File: src/design/rij_pkg.sv
// Shared widths, codes and constants of the RTP interarrival jitter block.
package rij_pkg;

    // Field widths
    localparam int SEQ_W      = 32;
    localparam int TS_W       = 32;
    localparam int US_W       = 40;
    localparam int UNITS_W    = 40;
    localparam int STATUS_W   = 3;
    localparam int JIT_W      = 36;
    localparam int ABS_W      = 32;
    localparam int RATE_W     = 18;
    localparam int WARM_W     = 8;
    localparam int CNT_W      = 9;
    localparam int CFG_IDX_W  = 4;
    localparam int CFG_DATA_W = 18;

    // Arrival conversion: us * rate / 10^6 = ((us * rate) >> 6) / 15625
    localparam int PROD_W     = US_W + RATE_W;
    localparam int US_SHIFT   = 6;
    localparam int DIV_STEPS  = 8;
    localparam int DIV_STAGES = (PROD_W - US_SHIFT + DIV_STEPS - 1) / DIV_STEPS;
    localparam int DIV_NUM_W  = DIV_STAGES * DIV_STEPS;
    localparam int DIV_REM_W  = 14;
    localparam logic [DIV_REM_W:0] DIV_ODD = 15'd15625;

    // Signed transit difference width
    localparam int D_W = UNITS_W + 2;

    // Result status codes
    localparam logic [STATUS_W-1:0] ST_FIRST   = 3'd0;
    localparam logic [STATUS_W-1:0] ST_RESYNC  = 3'd1;
    localparam logic [STATUS_W-1:0] ST_STALE   = 3'd2;
    localparam logic [STATUS_W-1:0] ST_SAME_TS = 3'd3;
    localparam logic [STATUS_W-1:0] ST_WARMUP  = 3'd4;
    localparam logic [STATUS_W-1:0] ST_JITTER  = 3'd5;

    // Configuration register indexes
    localparam logic [CFG_IDX_W-1:0] CFG_CLOCK_RATE = 4'd0;
    localparam logic [CFG_IDX_W-1:0] CFG_WARMUP     = 4'd1;

    // Reset values and limits
    localparam logic [RATE_W-1:0] RATE_RESET = 18'd8000;
    localparam logic [WARM_W-1:0] WARM_RESET = 8'd5;
    localparam logic [CNT_W-1:0]  COUNT_MAX  = 9'd511;

    // Sequence and timestamp of one packet, carried alongside the divider
    typedef struct packed {
        logic [SEQ_W-1:0] seq;
        logic [TS_W-1:0]  ts;
    } rij_pkt_t;

endpackage

File: src/design/rij_if.sv
// Channel interfaces: packet input, result output and configuration write.
interface rij_in_if;
    logic                       valid;
    logic                       ready;
    logic [rij_pkg::SEQ_W-1:0]  ext_seq;
    logic [rij_pkg::TS_W-1:0]   rtp_timestamp;
    logic [rij_pkg::US_W-1:0]   arrival_us;

    modport source (output valid, ext_seq, rtp_timestamp, arrival_us, input ready);
    modport sink   (input valid, ext_seq, rtp_timestamp, arrival_us, output ready);
endinterface

interface rij_out_if;
    logic                         valid;
    logic                         ready;
    logic [rij_pkg::STATUS_W-1:0] status;
    logic [rij_pkg::JIT_W-1:0]    jitter_q4;
    logic [rij_pkg::ABS_W-1:0]    abs_delta;
    logic [rij_pkg::ABS_W-1:0]    max_abs_delta;

    modport source (output valid, status, jitter_q4, abs_delta, max_abs_delta, input ready);
    modport sink   (input valid, status, jitter_q4, abs_delta, max_abs_delta, output ready);
endinterface

interface rij_cfg_if;
    logic                           valid;
    logic                           ready;
    logic [rij_pkg::CFG_IDX_W-1:0]  index;
    logic [rij_pkg::CFG_DATA_W-1:0] data;

    modport source (output valid, index, data, input ready);
    modport sink   (input valid, index, data, output ready);
endinterface

File: src/design/rij_unit_div.sv
// Pipelined restoring divider by 15625, several quotient bits per stage.
module rij_unit_div (
    input  logic                            clk,
    input  logic                            rst_n,
    input  logic                            in_vld,
    output logic                            in_rdy,
    input  logic [rij_pkg::DIV_NUM_W-1:0]   in_num,
    input  rij_pkg::rij_pkt_t               in_tag,
    output logic                            out_vld,
    input  logic                            out_rdy,
    output logic [rij_pkg::UNITS_W-1:0]     out_quot,
    output rij_pkg::rij_pkt_t               out_tag
);

    localparam int NST = rij_pkg::DIV_STAGES;
    localparam int NW  = rij_pkg::DIV_NUM_W;
    localparam int RW  = rij_pkg::DIV_REM_W;

    typedef struct packed {
        logic [RW-1:0] rem;
        logic [NW-1:0] num;
    } div_st_t;

    logic              vld_reg [NST];
    div_st_t           st_reg  [NST];
    rij_pkg::rij_pkt_t tag_reg [NST];

    div_st_t st_next  [NST];
    logic    stg_rdy  [NST];

    // Shift one dividend bit into the remainder per step; quotient fills num
    function automatic div_st_t div_steps(div_st_t st);
        logic [RW:0] part;
        div_st_t     r;
        r = st;
        for (int i = 0; i < rij_pkg::DIV_STEPS; i++) begin
            part  = {r.rem, r.num[NW-1]};
            r.num = {r.num[NW-2:0], 1'b0};
            if (part >= rij_pkg::DIV_ODD) begin
                part     = part - rij_pkg::DIV_ODD;
                r.num[0] = 1'b1;
            end
            r.rem = part[RW-1:0];
        end
        return r;
    endfunction

    // Work out each stage's next word
    always_comb
    begin
        for (int s = 0; s < NST; s++) begin
            if (s == 0)
                st_next[s] = div_steps('{rem: '0, num: in_num});
            else
                st_next[s] = div_steps(st_reg[s-1]);
        end
    end

    // Stage can take a word when empty or when its own word moves on
    always_comb
    begin
        for (int s = NST - 1; s >= 0; s--) begin
            if (s == NST - 1)
                stg_rdy[s] = !vld_reg[s] || out_rdy;
            else
                stg_rdy[s] = !vld_reg[s] || stg_rdy[s+1];
        end
    end

    // Advance valid bits
    always_ff @(posedge clk or negedge rst_n)
    begin
        if (!rst_n) begin
            for (int s = 0; s < NST; s++)
                vld_reg[s] <= 1'b0;
        end else begin
            for (int s = 0; s < NST; s++) begin
                if (stg_rdy[s])
                    vld_reg[s] <= (s == 0) ? in_vld : vld_reg[s-1];
            end
        end
    end

    // Advance payload
    always_ff @(posedge clk)
    begin
        for (int s = 0; s < NST; s++) begin
            if (stg_rdy[s]) begin
                st_reg[s]  <= st_next[s];
                tag_reg[s] <= (s == 0) ? in_tag : tag_reg[s-1];
            end
        end
    end

    assign in_rdy   = stg_rdy[0];
    assign out_vld  = vld_reg[NST-1];
    assign out_quot = st_reg[NST-1].num[rij_pkg::UNITS_W-1:0];
    assign out_tag  = tag_reg[NST-1];

endmodule

File: src/design/rtp_interarrival_jitter_top.sv
// Top level of the RTP interarrival jitter estimator.
//
// Channels: pkt takes one received packet per word (extended sequence,
// RTP timestamp, arrival time in microseconds); res gives one result word
// per packet (status, jitter in timestamp units with four fraction bits,
// saturated |D| of the packet, running maximum |D|); cfg writes clock_rate
// (index 0) and warmup_packets (index 1) and is always ready; the user must
// write it only while no packet is in flight, the block does not enforce it.
// Path of a packet: input register, rate multiply, seven divider stages
// of eight quotient bits each, reference update, magnitude, jitter update.
// Throughput: one packet per cycle while res is not stalled; every stage
// is a register with a valid bit, so a word can enter each cycle, the
// divide by 10^6 being pipelined.
// Reset clears all references, the jitter and the maximum, and loads
// clock_rate 8000 and warmup_packets 5.
// When res is stalled the result holds in the output register; stages
// behind it keep filling bubbles and pkt.ready drops only once all
// stages hold a word.
module rtp_interarrival_jitter_top (
    input  logic     clk,
    input  logic     rst_n,
    rij_in_if.sink   pkt,
    rij_out_if.source res,
    rij_cfg_if.sink  cfg
);

    // Configuration registers
    logic [rij_pkg::RATE_W-1:0] rate_reg;
    logic [rij_pkg::WARM_W-1:0] warm_reg;

    // Input stage
    logic                      i_vld_reg;
    rij_pkg::rij_pkt_t         i_tag_reg;
    logic [rij_pkg::US_W-1:0]  i_us_reg;
    logic                      i_rdy;

    // Product stage
    logic                        p_vld_reg;
    rij_pkg::rij_pkt_t           p_tag_reg;
    logic [rij_pkg::PROD_W-1:0]  p_prod_reg;
    logic [rij_pkg::PROD_W-1:0]  p_prod_next;
    logic                        p_rdy;

    // Divider
    logic                          div_in_rdy;
    logic                          div_out_vld;
    logic [rij_pkg::UNITS_W-1:0]   div_units;
    rij_pkg::rij_pkt_t             div_tag;
    logic [rij_pkg::DIV_NUM_W-1:0] div_num;

    // Reference state
    logic                         started_reg,   started_next;
    logic [rij_pkg::SEQ_W-1:0]    ref_seq_reg,   ref_seq_next;
    logic [rij_pkg::TS_W-1:0]     ref_ts_reg,    ref_ts_next;
    logic [rij_pkg::UNITS_W-1:0]  ref_units_reg, ref_units_next;
    logic [rij_pkg::CNT_W-1:0]    count_reg,     count_next;

    // Evaluate stage
    logic                          e_vld_reg;
    logic [rij_pkg::STATUS_W-1:0]  e_status_reg, e_status_next;
    logic [rij_pkg::D_W-1:0]       e_d_reg,      e_d_next;
    logic                          e_rdy;
    logic                          e_ld;

    // Magnitude stage
    logic                          f_vld_reg;
    logic [rij_pkg::STATUS_W-1:0]  f_status_reg;
    logic [rij_pkg::ABS_W-1:0]     f_abs_reg,    f_abs_next;
    logic                          f_rdy;

    // Jitter state and output register
    logic [rij_pkg::JIT_W-1:0]     jitter_reg,   jitter_next;
    logic [rij_pkg::ABS_W-1:0]     max_reg,      max_next;
    logic                          res_vld_reg;
    logic [rij_pkg::STATUS_W-1:0]  res_status_reg;
    logic [rij_pkg::ABS_W-1:0]     res_abs_reg;
    logic                          g_rdy;
    logic                          g_ld;

    // Hold configuration; unknown indexes are dropped
    assign cfg.ready = 1'b1;

    always_ff @(posedge clk or negedge rst_n)
    begin
        if (!rst_n) begin
            rate_reg <= rij_pkg::RATE_RESET;
            warm_reg <= rij_pkg::WARM_RESET;
        end else if (cfg.valid) begin
            case (cfg.index)
                rij_pkg::CFG_CLOCK_RATE: rate_reg <= cfg.data[rij_pkg::RATE_W-1:0];
                rij_pkg::CFG_WARMUP:     warm_reg <= cfg.data[rij_pkg::WARM_W-1:0];
                default: ;
            endcase
        end
    end

    // Ready chain from the output back to the input
    assign g_rdy = !res_vld_reg || res.ready;
    assign g_ld  = f_vld_reg && g_rdy;
    assign f_rdy = !f_vld_reg || g_rdy;
    assign e_rdy = !e_vld_reg || f_rdy;
    assign e_ld  = div_out_vld && e_rdy;
    assign p_rdy = !p_vld_reg || div_in_rdy;
    assign i_rdy = !i_vld_reg || p_rdy;
    assign pkt.ready = i_rdy;

    // Valid bits of the local stages
    always_ff @(posedge clk or negedge rst_n)
    begin
        if (!rst_n) begin
            i_vld_reg   <= 1'b0;
            p_vld_reg   <= 1'b0;
            e_vld_reg   <= 1'b0;
            f_vld_reg   <= 1'b0;
            res_vld_reg <= 1'b0;
        end else begin
            if (i_rdy)
                i_vld_reg <= pkt.valid;
            if (p_rdy)
                p_vld_reg <= i_vld_reg;
            if (e_rdy)
                e_vld_reg <= div_out_vld;
            if (f_rdy)
                f_vld_reg <= e_vld_reg;
            if (g_rdy)
                res_vld_reg <= f_vld_reg;
        end
    end

    // Capture the packet and scale arrival time by the clock rate
    assign p_prod_next = rij_pkg::PROD_W'(i_us_reg) * rij_pkg::PROD_W'(rate_reg);

    always_ff @(posedge clk)
    begin
        if (i_rdy) begin
            i_tag_reg.seq <= pkt.ext_seq;
            i_tag_reg.ts  <= pkt.rtp_timestamp;
            i_us_reg      <= pkt.arrival_us;
        end
        if (p_rdy) begin
            p_tag_reg  <= i_tag_reg;
            p_prod_reg <= p_prod_next;
        end
    end

    // Drop the factor 2^6 of 10^6 by a shift, divide the rest by 15625
    assign div_num = rij_pkg::DIV_NUM_W'(p_prod_reg >> rij_pkg::US_SHIFT);

    rij_unit_div u_div (
        .clk      (clk),
        .rst_n    (rst_n),
        .in_vld   (p_vld_reg),
        .in_rdy   (div_in_rdy),
        .in_num   (div_num),
        .in_tag   (p_tag_reg),
        .out_vld  (div_out_vld),
        .out_rdy  (e_rdy),
        .out_quot (div_units),
        .out_tag  (div_tag)
    );

    // Classify the packet, form D and move the references
    always_comb
    begin
        logic [rij_pkg::TS_W-1:0]    tdu;
        logic [rij_pkg::UNITS_W:0]   rdelta;
        logic [rij_pkg::CNT_W-1:0]   cnt_inc;

        tdu     = div_tag.ts - ref_ts_reg;
        rdelta  = {1'b0, div_units} - {1'b0, ref_units_reg};
        cnt_inc = (count_reg < rij_pkg::COUNT_MAX) ? count_reg + rij_pkg::CNT_W'(1)
                                                   : count_reg;

        started_next   = started_reg;
        ref_seq_next   = ref_seq_reg;
        ref_ts_next    = ref_ts_reg;
        ref_units_next = ref_units_reg;
        count_next     = count_reg;
        e_d_next       = {rdelta[rij_pkg::UNITS_W], rdelta}
                       - {{(rij_pkg::D_W - rij_pkg::TS_W){tdu[rij_pkg::TS_W-1]}}, tdu};

        if (!started_reg) begin
            started_next   = 1'b1;
            ref_seq_next   = div_tag.seq;
            ref_ts_next    = div_tag.ts;
            ref_units_next = div_units;
            count_next     = rij_pkg::CNT_W'(1);
            e_status_next  = rij_pkg::ST_FIRST;
        end else if (div_tag.seq != ref_seq_reg + rij_pkg::SEQ_W'(1)) begin
            if (div_tag.seq > ref_seq_reg) begin
                ref_seq_next   = div_tag.seq;
                ref_ts_next    = div_tag.ts;
                ref_units_next = div_units;
                e_status_next  = rij_pkg::ST_RESYNC;
            end else begin
                e_status_next  = rij_pkg::ST_STALE;
            end
        end else if (div_tag.ts == ref_ts_reg) begin
            ref_seq_next  = div_tag.seq;
            e_status_next = rij_pkg::ST_SAME_TS;
        end else begin
            ref_seq_next   = div_tag.seq;
            ref_ts_next    = div_tag.ts;
            ref_units_next = div_units;
            count_next     = cnt_inc;
            if (cnt_inc <= {1'b0, warm_reg})
                e_status_next = rij_pkg::ST_WARMUP;
            else
                e_status_next = rij_pkg::ST_JITTER;
        end
    end

    always_ff @(posedge clk or negedge rst_n)
    begin
        if (!rst_n) begin
            started_reg   <= 1'b0;
            ref_seq_reg   <= '0;
            ref_ts_reg    <= '0;
            ref_units_reg <= '0;
            count_reg     <= '0;
        end else if (e_ld) begin
            started_reg   <= started_next;
            ref_seq_reg   <= ref_seq_next;
            ref_ts_reg    <= ref_ts_next;
            ref_units_reg <= ref_units_next;
            count_reg     <= count_next;
        end
    end

    always_ff @(posedge clk)
    begin
        if (e_rdy) begin
            e_status_reg <= e_status_next;
            e_d_reg      <= e_d_next;
        end
    end

    // Take |D| and saturate to 32 bits; zero where D was not formed
    always_comb
    begin
        logic [rij_pkg::D_W-1:0] mag;
        mag = e_d_reg[rij_pkg::D_W-1] ? (~e_d_reg + rij_pkg::D_W'(1)) : e_d_reg;
        if (e_status_reg != rij_pkg::ST_WARMUP && e_status_reg != rij_pkg::ST_JITTER)
            f_abs_next = '0;
        else if (|mag[rij_pkg::D_W-1:rij_pkg::ABS_W])
            f_abs_next = '1;
        else
            f_abs_next = mag[rij_pkg::ABS_W-1:0];
    end

    always_ff @(posedge clk)
    begin
        if (f_rdy) begin
            f_status_reg <= e_status_reg;
            f_abs_reg    <= f_abs_next;
        end
    end

    // On a jitter update raise the maximum and J16 += |D| - (J16 >> 4); a first packet clears J16
    always_comb
    begin
        logic [rij_pkg::JIT_W:0] nj;
        nj = {1'b0, jitter_reg}
           - {5'b0, jitter_reg[rij_pkg::JIT_W-1:4]}
           + {5'b0, f_abs_reg};

        jitter_next = jitter_reg;
        max_next    = max_reg;
        case (f_status_reg)
            rij_pkg::ST_FIRST:
                jitter_next = '0;
            rij_pkg::ST_JITTER:
            begin
                jitter_next = nj[rij_pkg::JIT_W] ? '1 : nj[rij_pkg::JIT_W-1:0];
                if (f_abs_reg > max_reg)
                    max_next = f_abs_reg;
            end
            default: ;
        endcase
    end

    always_ff @(posedge clk or negedge rst_n)
    begin
        if (!rst_n) begin
            jitter_reg <= '0;
            max_reg    <= '0;
        end else if (g_ld) begin
            jitter_reg <= jitter_next;
            max_reg    <= max_next;
        end
    end

    always_ff @(posedge clk)
    begin
        if (g_rdy) begin
            res_status_reg <= f_status_reg;
            res_abs_reg    <= f_abs_reg;
        end
    end

    // Drive the result word
    assign res.valid         = res_vld_reg;
    assign res.status        = res_status_reg;
    assign res.jitter_q4     = jitter_reg;
    assign res.abs_delta     = res_abs_reg;
    assign res.max_abs_delta = max_reg;

    // Running maximum never falls
    a_max_monotonic: assert property (@(posedge clk) disable iff (!rst_n)
        1'b1 |=> max_reg >= $past(max_reg))
        else $error("max_abs_delta decreased");

    // A jitter update never reports |D| above the maximum
    a_abs_within_max: assert property (@(posedge clk) disable iff (!rst_n)
        (res_vld_reg && res_status_reg == rij_pkg::ST_JITTER) |-> res_abs_reg <= max_reg)
        else $error("abs_delta above max_abs_delta on jitter update");

    // Statuses without a computed D carry zero magnitude
    a_abs_zero: assert property (@(posedge clk) disable iff (!rst_n)
        (res_vld_reg && (res_status_reg == rij_pkg::ST_FIRST
                      || res_status_reg == rij_pkg::ST_RESYNC
                      || res_status_reg == rij_pkg::ST_STALE
                      || res_status_reg == rij_pkg::ST_SAME_TS)) |-> res_abs_reg == '0)
        else $error("abs_delta nonzero where D was not formed");

    // Once references are held the packet count is never zero
    a_count_started: assert property (@(posedge clk) disable iff (!rst_n)
        started_reg |-> count_reg != '0)
        else $error("packet count zero after first packet");

endmodule

File: src/flat_wrapper.sv
// flat-port wrapper written by rule: the top's interface ports become plain ports
module rtp_interarrival_jitter_top_flat 
  (clk, rst_n, pkt_valid, pkt_ext_seq, pkt_rtp_timestamp, pkt_arrival_us, pkt_ready, res_valid, res_status, res_jitter_q4, res_abs_delta, res_max_abs_delta, res_ready, cfg_valid, cfg_index, cfg_data, cfg_ready);
  rij_in_if pkt_i ();
  rij_out_if res_i ();
  rij_cfg_if cfg_i ();
  input  logic clk;
  input  logic rst_n;
  input wire logic [$bits(pkt_i.valid)-1:0] pkt_valid;
  input wire logic [$bits(pkt_i.ext_seq)-1:0] pkt_ext_seq;
  input wire logic [$bits(pkt_i.rtp_timestamp)-1:0] pkt_rtp_timestamp;
  input wire logic [$bits(pkt_i.arrival_us)-1:0] pkt_arrival_us;
  output wire logic [$bits(pkt_i.ready)-1:0] pkt_ready;
  output wire logic [$bits(res_i.valid)-1:0] res_valid;
  output wire logic [$bits(res_i.status)-1:0] res_status;
  output wire logic [$bits(res_i.jitter_q4)-1:0] res_jitter_q4;
  output wire logic [$bits(res_i.abs_delta)-1:0] res_abs_delta;
  output wire logic [$bits(res_i.max_abs_delta)-1:0] res_max_abs_delta;
  input wire logic [$bits(res_i.ready)-1:0] res_ready;
  input wire logic [$bits(cfg_i.valid)-1:0] cfg_valid;
  input wire logic [$bits(cfg_i.index)-1:0] cfg_index;
  input wire logic [$bits(cfg_i.data)-1:0] cfg_data;
  output wire logic [$bits(cfg_i.ready)-1:0] cfg_ready;
  assign pkt_i.valid = pkt_valid;
  assign pkt_i.ext_seq = pkt_ext_seq;
  assign pkt_i.rtp_timestamp = pkt_rtp_timestamp;
  assign pkt_i.arrival_us = pkt_arrival_us;
  assign pkt_ready = pkt_i.ready;
  assign res_valid = res_i.valid;
  assign res_status = res_i.status;
  assign res_jitter_q4 = res_i.jitter_q4;
  assign res_abs_delta = res_i.abs_delta;
  assign res_max_abs_delta = res_i.max_abs_delta;
  assign res_i.ready = res_ready;
  assign cfg_i.valid = cfg_valid;
  assign cfg_i.index = cfg_index;
  assign cfg_i.data = cfg_data;
  assign cfg_ready = cfg_i.ready;
  rtp_interarrival_jitter_top u_core (.clk(clk), .rst_n(rst_n), .pkt(pkt_i), .res(res_i), .cfg(cfg_i));
endmodule
File: config.mk
export PLATFORM = sky130hd
export DESIGN_NAME = rtp_interarrival_jitter_top_flat
export DESIGN_NICKNAME = d
export VERILOG_FILES = /design/src/design/rij_pkg.sv /design/src/design/rij_if.sv /design/src/design/rij_unit_div.sv /design/src/design/rtp_interarrival_jitter_top.sv /design/src/flat_wrapper.sv
export SDC_FILE = /design/constraint.sdc
export NUM_CORES = 2
export LEC_CHECK = 0
export BUFFER_PORTS_ARGS = -buffer_cell sky130_fd_sc_hd__buf_2
export CAP_MARGIN = 20
export CORE_UTILIZATION = 40
export DETAILED_ROUTE_END_ITERATION = 7
export PLACE_DENSITY = 0.65
export SLEW_MARGIN = 20
export SYNTH_ARGS = -nofsm -noshare
export SYNTH_HDL_FRONTEND = slang
export SYNTH_SLANG_ARGS = --single-unit
File: constraint.sdc
create_clock -name clk -period 16 [get_ports clk]
set_clock_uncertainty 0.2 [all_clocks]
set_input_delay 0.8 -clock clk [delete_from_list [all_inputs] [get_ports clk]]
set_output_delay 0.8 -clock clk [all_outputs]
set_load 0.01 [all_outputs]
Yosys cells after proc, flatten, opt, wreduce, memory -nomap -nowiden
Memory sizes are Yosys's and may differ from the RTL's. Index checks and enable logic that the tools add are counted.

Register bits: 561. Bits in writable memories: 938. Input port bits: 131. Output and inout bits: 106. Word-level logic and storage cells: 326. Memories kept: 2.

Memories: u_core.u_div.st_reg (words 7, bits a word 70, rd ports 7, clocked after Yosys merged registers in 0, wr ports 7, line rij_unit_div.sv:25) `div_st_t st_reg [NST];`; u_core.u_div.tag_reg (words 7, bits a word 64, rd ports 7, clocked after Yosys merged registers in 0, wr ports 7, line rij_unit_div.sv:26) `rij_pkg::rij_pkt_t tag_reg [NST];`.

Add/sub/neg operators: 56. Multipliers: 1. Magnitude comparators: 52. Equality and inequality tests: 10. Multiplexer cells: 133. Bitwise logic cells: 1. Reduce and logical (&&, ||, !) cells: 38.

Operators with widths (number): 15-bit by 14-bit >= comparator with 1-bit output, second input constant (48); 14-bit two-way mux (48); 14-bit subtractor, second input constant (48); 32-bit two-way mux (8); 40-bit two-way mux (4); 36-bit case mux with 2 select lines (1); 32-bit > comparator (2); 1-bit two-way mux (63); 40-bit by 18-bit multiplier with 58-bit output (1); 42-bit by 1-bit adder with 42-bit output, second input constant (1); 42-bit two-way mux (1); 42-bit inverter (1); 41-bit by 32-bit subtractor with 42-bit output (1); 40-bit by 40-bit subtractor with 41-bit output (1); 37-bit by 32-bit adder with 37-bit output (1); 36-bit by 32-bit subtractor with 37-bit output (1); 36-bit two-way mux (1); 9-bit two-way mux (4); 32-bit by 1-bit adder with 32-bit output, second input constant (1); 32-bit equality test (1); 32-bit != test (1); 32-bit subtractor (1); 1-bit logical NOT (12); 1-bit logical OR (12); 16 further kinds (28).

Longest topological paths before layout
An unclocked memory read counts as a cell.

Depth in word-level cells: 17. Mapped depth: 56. Mapped depth without buffers: 52.

By module
From an unflattened synthesis, not the netlist that was laid out.

Cells, all modules: 10622. Area, all modules: 107047.7 um^2.

Modules (own cells, without submodules): rij_unit_div (instances 1, cells each 5169, area each 53949.2 um^2); rtp_interarrival_jitter_top (instances 1, cells each 5453, area each 53098.4 um^2).

Worst setup path before layout
Ideal clock, no wire load.

Kind: input-to-reg. Start: in res_ready. End: reg u_core.i_tag_reg[0] in the netlist's numbering (enable). Data arrival time: 12.810 ns. Required time: 14.548 ns. Slack: 1.738 ns. Stages: 8. Buffers on the path: 0. Cells stage by stage: nor2b_1 -> nand3_1 -> nor2_1 -> nand3_1 -> nor2_1 -> nand3_1 -> nor2_1 -> nand3_1.

RTL lines: start: declaration (line flat_wrapper.sv:19) `input wire logic [$bits(res_i.ready)-1:0] res_ready;`; end: declaration (line rtp_interarrival_jitter_top.sv:33) `rij_pkg::rij_pkt_t i_tag_reg;`.

==> qor.csv <==
metric,value,unit
status,"complete, no violations",
total CTS buffers,149,
"Slowest-stage cell, CP",a222oi_1,
RSZ-0062 raised after global routing,false,
crit path buf inv count,3,
"Hold Vio Cnt, Final",0,
synthesized-area fraction occupied by adder cells,18.4,%
IO buf count,235,
pin count of the biggest net entering global routing,102,
"CTS clk-pin slew, worst paths",0.06,ns
Tightest Hold Check Type,in -> reg,
post_cts resized,0,
clock root cell,clkbuf_16,
core region area,246000,um2
"commonest non-fill, non-tap cell in the layout",nand2_1,
Critical Path RT,16.36,ns
GRT Overall Usage,19.3,%
Synth area leaders,"edfxtp_1, fa_1, ha_1, dfrtp_1, nand2_1",
Synth area leader,edfxtp_1,
CTS tree,built,
mux contribution to synthesized area,1.88,%
IO Pins,237,
top cell type's share of synthesized area,34.6,%
sum of negative setup slack,0,ns
Post-CTS Setup Inserts,0,
share of cells above drive strength 1,9.36,%
DRC viols,0,
Die Area,249000,um2
DR WL/cell,18.4,um
"Top FF cell, synth",edfxtp_1,
deepest clock path buffer count,3,
Compound-Gate Fraction of Synth Area,14.2,%
"commonest cells after routing, fill and taps aside","nand2_1, inv_1, edfxtp_1",
Mapped Nets,10804,
grt total ovfl,0,
vias,72339,
number of detailed-route iterations in the first pass,7,
synthesis-to-layout area growth,10.8,%
vias in the first global route,72243,
die height,499,um
final estimated routing congestion in global placement,0.910,
synth warn,0,
sequential fraction of the synthesis area,40.1,%
Detailed Place HPWL,181,mm
combinational family with the most area after synthesis,adder cells,
fill count,22749,
fmax,68.6,MHz
starting density of the core,40.2,%
row cnt,182,
Post-DRT Antenna Nets,0,
Critical Path Start Type,flop,
first-pass GRT wire length,389,mm
worst rel slew slack,26.2,%
Skew-Pair Late Insertion Delay,0.82,ns
CP max stage delay,0.83,ns
Yosys reg bits,1357,
simple-gate portion of the synthesized area,14.1,%
final setup margin,1.41,ns
XOR/XNOR share of the synthesized area,5.49,%
critical path class,reg -> reg,
worst-path fanout max,27,
"Min Clock Period, post-route",14.59,ns
Pins Over Slew Limit,0,
drt total wl,243,mm
Syn Inst Count,9603,
DR vias/cell,5.47,
synth unique cells,168,
die extent in x,499,um
CP Capture Type,flop,
Post-synth EDFFs,1138,
final net count,11069,
Clock Sinks,1357,
CTS Hold Buffers Added,114,
Worst Tran Pin Value,1.09,ns
count of final setup violators,0,
DRT iter0 DRCs,5120,
Tcrit/Tclk final,91.2,%
htree depth,4,
Largest register FFs,448,
Max-Cap Viols,0,
DP Worst Slack,1.61,ns
share of synthesized registers carrying an async set or reset,16.1,%
initial antenna violation count,1,
"Largest delay share family, worst path",compound AO/OA/AOI/OAI gates,
mean area per synthesized cell,10.3,um2
Post-Syn Area,98900,um2
Worst EP arrival,14.95,ns
[path summary, 6_finish.rpt]
path | endpoint | slack [ns] | cells past startpoint | from
max | u_core.u_div.st_reg[5][68] | 1.41 | 43 | u_core.u_div.st_reg[4][59]
min | u_core.rate_reg[1] | 0.08 | 2 | cfg_data[1]
max reg2reg | u_core.u_div.st_reg[5][68] | 1.41 | 43 | u_core.u_div.st_reg[4][59]
min reg2reg | u_core.u_div.st_reg[1][40] | 0.19 | 0 | u_core.u_div.st_reg[0][32]
max in group asynchronous | u_core.ref_units_reg[2] | 12.96 | 4 | rst_n
min in group asynchronous | u_core.ref_seq_reg[6] | 0.42 | 2 | rst_n
[stage by stage]
step           std cells  utilization, %  area (um2)  hold slack (ns)
6_report           13213            44.5      110000           0.0791
5_1_grt            13212            44.5      110000           0.0344
4_1_cts            13210            44.5      110000          0.00207
3_5_place_dp       12822            42.0      103000            0.205
3_3_place_gp       12822            42.0      103000            0.201
2_1_floorplan       9603               -       98900            0.200
[layout make-up]
cell class                      count  area (um2)  area share [%]
Inverter                         1179        4440            4.05
Antenna cell                        2        5.00         0.00457
Clock inverter                     86         993           0.907
Sequential cell                  1357       39700            36.2
Clock buffer                      188        4000            3.65
Timing Repair Buffer              421        2880            2.62
Tap cell                         3220        4030            3.68
Multi-Input combinational cell   6760       53500            48.9
[per-layer routing]
metal  vias up  wire length, um  track usage [%]
li1      34169                -                -
met1     35510           107000             25.8
met2      2253           114000             32.0
met3       407            14800             3.07
met4         0             6450             5.70
met5         -                0                0
[Yosys cell counts (23+ instances only)]
cell type and number:
nor2b_1 55, nand3_1 190, and2_1 205, xor2_1 176
nand2b_1 65, nor4_1 58, a211o_1 24, a21o_1 77
inv_1 1153, ha_1 428, o21a_1 47, o31a_1 27
clkbuf_1 243, o21ai_0 514, mux2_2 69, o2111ai_1 31
a211oi_1 78, or2_2 55, o21ai_1 29, o22ai_1 39
fa_1 642, a31o_2 28, nand4_1 94, inv_2 23
a21oi_1 373, buf_2 25, nor2_1 508, o211ai_1 82
mux2i_1 99, or3_1 61, nand2_1 1169, xnor2_1 436
dfrtp_1 211, nor3_1 179, o31ai_1 62, and3_1 64
edfxtp_1 1138, a31oi_1 74, a21boi_0 73
[cells by family (layout without fill, tap and decap cells)]
group	Yosys count	after routing
DFF	1357	1357
and+or+nand+nor	2888	2888
buffers and inverters	1486	1874
xor gates and xnor gates	616	616
other	1	3
adders and majority gates	1070	1070
muxes	174	174
AOI/OAI and AO/OA	2011	2011
Power is not shown: default switching activity piles up to over one toggle a cycle in this logic, so the estimate is an artifact.
